## src/rtl/core/pdafm_pkg.sv

```systemverilog
// Shared types and constants for the PDAF line pixel marker.
// No dependencies; imported by every module of the block.
`default_nettype none

package pdafm_pkg;

  localparam int SAMPLE_BITS_DEF = 16;
  localparam int COUNT_W         = 3;

  localparam logic [COUNT_W-1:0] NEW_NONE    = 3'd0;
  localparam logic [COUNT_W-1:0] NEW_FULL    = 3'd5;
  localparam logic [COUNT_W-1:0] NEW_OVERLAP = 3'd2;

  // Result of the site test pipeline, handed to the run tracker.
  typedef struct packed {
    logic valid;
    logic cand;
    logic row_end;
  } site_res_t;

endpackage

`default_nettype wire

```

## src/rtl/core/pdafm_site_test.sv

```systemverilog
// Three-stage site test: input register, sums and gap checks, products.
// Depends on pdafm_pkg (site_res_t).
`default_nettype none

module pdafm_site_test import pdafm_pkg::*; #(
  parameter int SAMPLE_BITS = SAMPLE_BITS_DEF
) (
  input  wire logic                   clk,
  input  wire logic                   rst,
  input  wire logic                   en,
  input  wire logic                   in_valid,
  input  wire logic [SAMPLE_BITS-1:0] g_center,
  input  wire logic [SAMPLE_BITS-1:0] g_up_right,
  input  wire logic [SAMPLE_BITS-1:0] g_down_right,
  input  wire logic [SAMPLE_BITS-1:0] g_up_left,
  input  wire logic [SAMPLE_BITS-1:0] g_down_left,
  input  wire logic                   row_end,
  output site_res_t                   res
);

  localparam int HW = SAMPLE_BITS + 1;  // pair sum
  localparam int TW = SAMPLE_BITS + 2;  // total sum, 4g
  localparam int MW = SAMPLE_BITS + 6;  // scaled gap / diff
  localparam int PW = TW + HW;          // products

  // stage 0: input register
  logic                   s0_valid;
  logic                   s0_row_end;
  logic [SAMPLE_BITS-1:0] s0_g, s0_ur, s0_dr, s0_ul, s0_dl;

  always_ff @(posedge clk) begin
    if (rst) begin
      s0_valid <= 1'b0;
    end else if (en) begin
      s0_valid <= in_valid;
    end
  end

  always_ff @(posedge clk) begin
    if (en) begin
      s0_row_end <= row_end;
      s0_g       <= g_center;
      s0_ur      <= g_up_right;
      s0_dr      <= g_down_right;
      s0_ul      <= g_up_left;
      s0_dl      <= g_down_left;
    end
  end

  // stage 1: peak test, pair sums, gap tests
  logic          peak;
  logic [HW-1:0] sum_dn, sum_up, hi, lo, gap;
  logic [MW-1:0] gap_x5, gap_x10;
  logic [TW-1:0] sum_all, g4;

  always_comb begin
    peak    = (s0_g > s0_ur) && (s0_g > s0_dr) && (s0_g > s0_ul) && (s0_g > s0_dl);
    sum_dn  = HW'(s0_dr) + HW'(s0_dl);
    sum_up  = HW'(s0_ur) + HW'(s0_ul);
    hi      = (sum_dn > sum_up) ? sum_dn : sum_up;
    lo      = (sum_dn > sum_up) ? sum_up : sum_dn;
    gap     = hi - lo;
    gap_x5  = (MW'(gap) << 2) + MW'(gap);
    gap_x10 = gap_x5 << 1;
    sum_all = TW'(sum_dn) + TW'(sum_up);
    g4      = {s0_g, 2'b00};
  end

  logic          s1_valid, s1_row_end, s1_pass, s1_small;
  logic [HW-1:0] s1_hi, s1_gap;
  logic [TW-1:0] s1_diff, s1_g4;

  always_ff @(posedge clk) begin
    if (rst) begin
      s1_valid <= 1'b0;
    end else if (en) begin
      s1_valid <= s0_valid;
    end
  end

  always_ff @(posedge clk) begin
    if (en) begin
      s1_row_end <= s0_row_end;
      s1_pass    <= peak && (hi != '0) && (gap_x5 < MW'(hi));
      s1_small   <= gap_x10 < MW'(hi);
      s1_hi      <= hi;
      s1_gap     <= gap;
      s1_diff    <= g4 - sum_all;  // no wrap once the peak test passed
      s1_g4      <= g4;
    end
  end

  // stage 2: cross products and the coarse brightness test
  logic [MW-1:0] diff_x10;

  always_comb begin
    diff_x10 = (MW'(s1_diff) << 3) + (MW'(s1_diff) << 1);
  end

  logic          s2_valid, s2_row_end, s2_pass, s2_small, s2_ten_ok;
  logic [PW-1:0] s2_prod_bright, s2_prod_gap;

  always_ff @(posedge clk) begin
    if (rst) begin
      s2_valid <= 1'b0;
    end else if (en) begin
      s2_valid <= s1_valid;
    end
  end

  always_ff @(posedge clk) begin
    if (en) begin
      s2_row_end     <= s1_row_end;
      s2_pass        <= s1_pass;
      s2_small       <= s1_small;
      s2_ten_ok      <= diff_x10 > MW'(s1_g4);
      s2_prod_bright <= PW'(s1_diff) * PW'(s1_hi);
      s2_prod_gap    <= PW'(s1_g4) * PW'(s1_gap);
    end
  end

  always_comb begin
    res.valid   = s2_valid;
    res.row_end = s2_row_end;
    res.cand    = s2_pass && (s2_small ? (s2_prod_bright > s2_prod_gap) : s2_ten_ok);
  end

endmodule

`default_nettype wire

```

## src/rtl/core/pdaf_line_pixel_marker.sv

```systemverilog
// Top level: site test pipeline, per-row run tracking and result register.
// Depends on pdafm_pkg and pdafm_site_test.
//
//   channel | signals                                 | transfer when
//   --------+-----------------------------------------+-----------------------
//   input   | in_valid in_ready g_* row_end           | in_valid & in_ready
//   output  | out_valid out_ready run_found new_count | out_valid & out_ready
//           | site_candidate                          |
//
// One item per cycle sustained while no result is held; out_valid for an item
// is set through the input register, sum stage, product stage and result
// register in turn.
// The whole pipeline holds while a result sits unaccepted; in_ready then drops.
// Synchronous active-high reset clears the stage valids and the row state.
`default_nettype none

module pdaf_line_pixel_marker import pdafm_pkg::*; #(
  parameter int SAMPLE_BITS = SAMPLE_BITS_DEF
) (
  input  wire logic                   clk,
  input  wire logic                   rst,
  input  wire logic                   in_valid,
  output      logic                   in_ready,
  input  wire logic [SAMPLE_BITS-1:0] g_center,
  input  wire logic [SAMPLE_BITS-1:0] g_up_right,
  input  wire logic [SAMPLE_BITS-1:0] g_down_right,
  input  wire logic [SAMPLE_BITS-1:0] g_up_left,
  input  wire logic [SAMPLE_BITS-1:0] g_down_left,
  input  wire logic                   row_end,
  output      logic                   out_valid,
  input  wire logic                   out_ready,
  output      logic                   run_found,
  output      logic [COUNT_W-1:0]     new_count,
  output      logic                   site_candidate
);

  logic      en;
  site_res_t site;

  assign en       = !(out_valid && !out_ready);
  assign in_ready = en;

  pdafm_site_test #(
    .SAMPLE_BITS (SAMPLE_BITS)
  ) u_site (
    .clk          (clk),
    .rst          (rst),
    .en           (en),
    .in_valid     (in_valid),
    .g_center     (g_center),
    .g_up_right   (g_up_right),
    .g_down_right (g_down_right),
    .g_up_left    (g_up_left),
    .g_down_left  (g_down_left),
    .row_end      (row_end),
    .res          (site)
  );

  // row state
  logic [1:0] cand_window;
  logic [1:0] sites_seen;
  logic       prev_run;
  logic       run;
  logic       step;

  assign step = en && site.valid;
  assign run  = site.cand && (sites_seen == 2'd2) && (cand_window == 2'b11);

  always_ff @(posedge clk) begin
    if (rst) begin
      cand_window <= 2'b00;
      sites_seen  <= 2'd0;
      prev_run    <= 1'b0;
    end else if (step) begin
      if (site.row_end) begin
        cand_window <= 2'b00;
        sites_seen  <= 2'd0;
        prev_run    <= 1'b0;
      end else begin
        cand_window <= {cand_window[0], site.cand};
        if (sites_seen != 2'd2) begin
          sites_seen <= sites_seen + 2'd1;
        end
        prev_run <= run;
      end
    end
  end

  // result register
  always_ff @(posedge clk) begin
    if (rst) begin
      out_valid <= 1'b0;
    end else if (en) begin
      out_valid <= site.valid;
    end
  end

  always_ff @(posedge clk) begin
    if (step) begin
      run_found      <= run;
      new_count      <= run ? (prev_run ? NEW_OVERLAP : NEW_FULL) : NEW_NONE;
      site_candidate <= site.cand;
    end
  end

endmodule

`default_nettype wire

```

## config.mk

```make
export PLATFORM = sky130hd
export DESIGN_NAME = pdaf_line_pixel_marker
export DESIGN_NICKNAME = d
export VERILOG_FILES = /design/src/rtl/core/pdafm_pkg.sv /design/src/rtl/core/pdafm_site_test.sv /design/src/rtl/core/pdaf_line_pixel_marker.sv
export SDC_FILE = /design/constraint.sdc
export NUM_CORES = 2
export LEC_CHECK = 0
export BUFFER_PORTS_ARGS = -buffer_cell sky130_fd_sc_hd__buf_2
export CORE_MARGIN = 2
export CORE_UTILIZATION = 45
export CTS_CLUSTER_SIZE = 16
export DETAILED_ROUTE_END_ITERATION = 16
export PLACE_DENSITY = 0.59
export RECOVER_POWER = 25
export SLEW_MARGIN = 20
export SYNTH_ARGS = -nofsm -noshare
export SYNTH_HDL_FRONTEND = slang
export SYNTH_SLANG_ARGS = --single-unit
```

## constraint.sdc

```tcl
create_clock -name clk -period 31.3 [get_ports clk]
set_input_delay 9.39 -clock clk [delete_from_list [all_inputs] [get_ports clk]]
set_output_delay 9.39 -clock clk [all_outputs]
set_load 0.01 [all_outputs]
```

==> results.py <==
metrics = {
    "worst_setup_path": {
        "worst_path_max_delay_cell": "nand2b_4",
        "crit_fanout": 3,
        "required_ns": 21.91,
        "end_kind": "output port",
        "cpPeakStageDelay_ns": 0.22,
        "arrival_ns": 9.92,
        "crit_path_start_kind": "primary input",
        "crit_start": "out_ready",
        "crit_type": "in -> out",
        "r2r-start": "u_site.s0_ul[1]",
        "path_common_cell": "buf_2",
        "cp_cell_sequence": "buf_2 -> nand2b_4 -> buf_2",
    },
    "clocking": {
        "cts.path.max_buffers": 3,
        "root_buffer": "clkbuf_16",
        "cts_sinks": 236,
        "cts_setup_buffers": 0,
        "insertion_delay_ns": 0.59,
        "cts_tree": "done",
        "h-tree-depth": 1,
        "cts_buffers": 27,
        "clk_pin_slew_ns": 0.06,
        "ctsResizeCount": 0,
        "cts_hold_buf": 0,
    },
    "cells_and_area": {
        "antenna_cells": 0,
        "fin_nets": 4732,
        "layout_common_cells": "inv_1, ha_1, fa_1",
        "area_delta_synth_final_pct": 6.545,
        "drive_gt1_frac": 0.04930,
        "layout_commonest_cell": "inv_1",
        "final_cell_area_um2": 37270,
        "fin_cells": 4772,
    },
    "timing": {
        "hold_ws_ns": 0.4195,
        "fmax_ghz": 0.05179,
        "finClkSkew_ns": 0.02111,
        "min_period_over_period": 0.6169,
        "rsz0062_at_grt": "no",
        "slew_headroom": -1.391,
        "setup_violations": 0,
        "hold_viol": 0,
        "tns_ns": 0,
        "tightest_slew_ns": 3.549,
        "fin_crit_ns": 19.31,
        "slew_violations": 88,
    },
    "hold_path": {
        "hold_start": "u_site.s1_row_end",
        "min_path_type": "reg -> reg",
    },
    "drt": {
        "viasPerCell": 5.229,
        "ant_nets": 0,
        "vias": 24950,
        "firstDrtPassIters": 7,
        "drc": 0,
        "wire_per_inst_um": 18.35,
        "routed_wl_um": 87570,
        "drt_iter0_drc": 1266,
    },
    "synthesis": {
        "yosys-mux-area-fraction": 0.005901,
        "synth_fp_nets": 4702,
        "synth.top_cells.by_area": "fa_1, edfxtp_1, ha_1",
        "synth_edf_count": 227,
        "synth_simple_gate_area_share": 0.1412,
        "synth_top_family_by_area": "adder cells",
        "synth-adder-area-share": 0.4338,
        "netlist_area_um2": 34980,
        "synth_seq_cells": 236,
        "ys_types": 92,
        "synth_top_cell_by_area": "fa_1",
        "syn_inst": 3683,
        "postSynth.asyncResetShare": 0,
        "ys.flop_type": "edfxtp_1",
        "ys_warn_count": 0,
        "avgSynthCellArea_um2": 9.498,
        "synth_top_cell_area_share": 0.2661,
        "synth_xor_area_frac": 0.03205,
        "synth-compound-area-share": 0.09532,
        "seq_area_frac_synth": 0.2000,
    },
    "placement": {
        "io_buffer_count": 91,
        "hpwlAfterDp_um": 70170,
        "dpl.cell_count": 4724,
        "dpl-instance-area_um2": 36470,
        "gp_congestion": 0.9007,
    },
    "run_status": {
        "status": "complete, but fails checks",
        "violations": "capacitance limit, slew limit",
    },
    "floorplanning": {
        "io-pin-count": 92,
        "fp.dieW_um": 282.8,
        "coreArea_um2": 77210,
        "initial_core_util": 0.4531,
        "core.rowCount": 102,
        "die_h_um": 282.8,
        "die-area_um2": 79980,
    },
    "grt": {
        "track_usage": 0.2254,
        "antenna_found_initial": 0,
        "grt_pass1_wl_um": 139400,
        "grt_max_degree": 64,
        "grt_pass1_vias": 25740,
        "grt_overflow": 0,
    },
    "flow_run": {
        "drv_cap": 3,
    },
}
## metrics by stage
step	worst slack (ns)	utilization
after floorplan	6.146	-
after global placement	12.00	0.4724
after detailed placement	12.00	0.4724
after CTS	12.00	0.4832
after global routing	12.00	0.4827
final	11.99	0.4827
## worst max-delay path: cells and delay by family
| family | cells | cell delay (ns) |
|---|---|---|
| and+or+nand+nor | 1 | 0.22 |
| buffers and inverters | 2 | 0.30 |
## registers in the layout, summed over array words and instances, names as in the netlist, 17 cells and up
register               count
u_site.s2_prod_bright     35
u_site.s2_prod_gap        33
u_site.s1_hi              17
u_site.s1_diff            18
## per-layer routing
metal	part of all wire	global-route usage
met1	0.44	0.2961
met2	0.49	0.3919
met3	0.039	0.02190
met4	0.037	0.07231
met5	0	0
## Yosys cell counts, types with 15 or more instances
| cell | n |
|---|---|
| a211oi_1 | 17 |
| a21o_1 | 65 |
| a21oi_1 | 130 |
| and2_1 | 206 |
| and3_1 | 17 |
| clkbuf_1 | 105 |
| edfxtp_1 | 227 |
| fa_1 | 465 |
| ha_1 | 469 |
| inv_1 | 737 |
| mux2i_1 | 18 |
| nand2_1 | 448 |
| nand2b_1 | 29 |
| nand3_1 | 40 |
| nand4_1 | 29 |
| nor2_1 | 122 |
| nor2b_1 | 33 |
| nor3_1 | 38 |
| o21a_1 | 46 |
| o21ai_0 | 78 |
| o21bai_1 | 15 |
| xnor2_1 | 98 |
| xor2_1 | 30 |
## logic make-up (layout without fill, tap and decap cells)
logic type	after synthesis	count (layout)
buffers and inverters	849	898
muxes	20	20
xor gates and xnor gates	128	128
AOI/OAI and AO/OA	494	494
and+or+nand+nor	1022	1022
adders and majority gates	934	934
DFF	236	236
## area by class of cell
| class | instances | area, um^2 |
|---|---|---|
| inverters | 737 | 2766 |
| clock buffers | 32 | 694.4 |
| well taps | 1040 | 1301 |
| clock inverters | 16 | 141.4 |
| fillers | 7391 | 39940 |
| flip-flops and latches | 236 | 6997 |
| repair buffers | 113 | 616.8 |
| multi-input cells | 2598 | 24760 |
## path summary, 6_finish.rpt
check                      end  cells past startpoint  slack [ns]
min reg2reg  u_site.s2_row_end                      0        0.42
max reg2reg     u_site.s1_pass                     39       18.34
min          u_site.s2_row_end                      0        0.42
max                   in_ready                      3       11.99
Power is left out: the tool's default activity adds up to more than one toggle a clock period on the data nets, which glitch-free logic cannot reach.
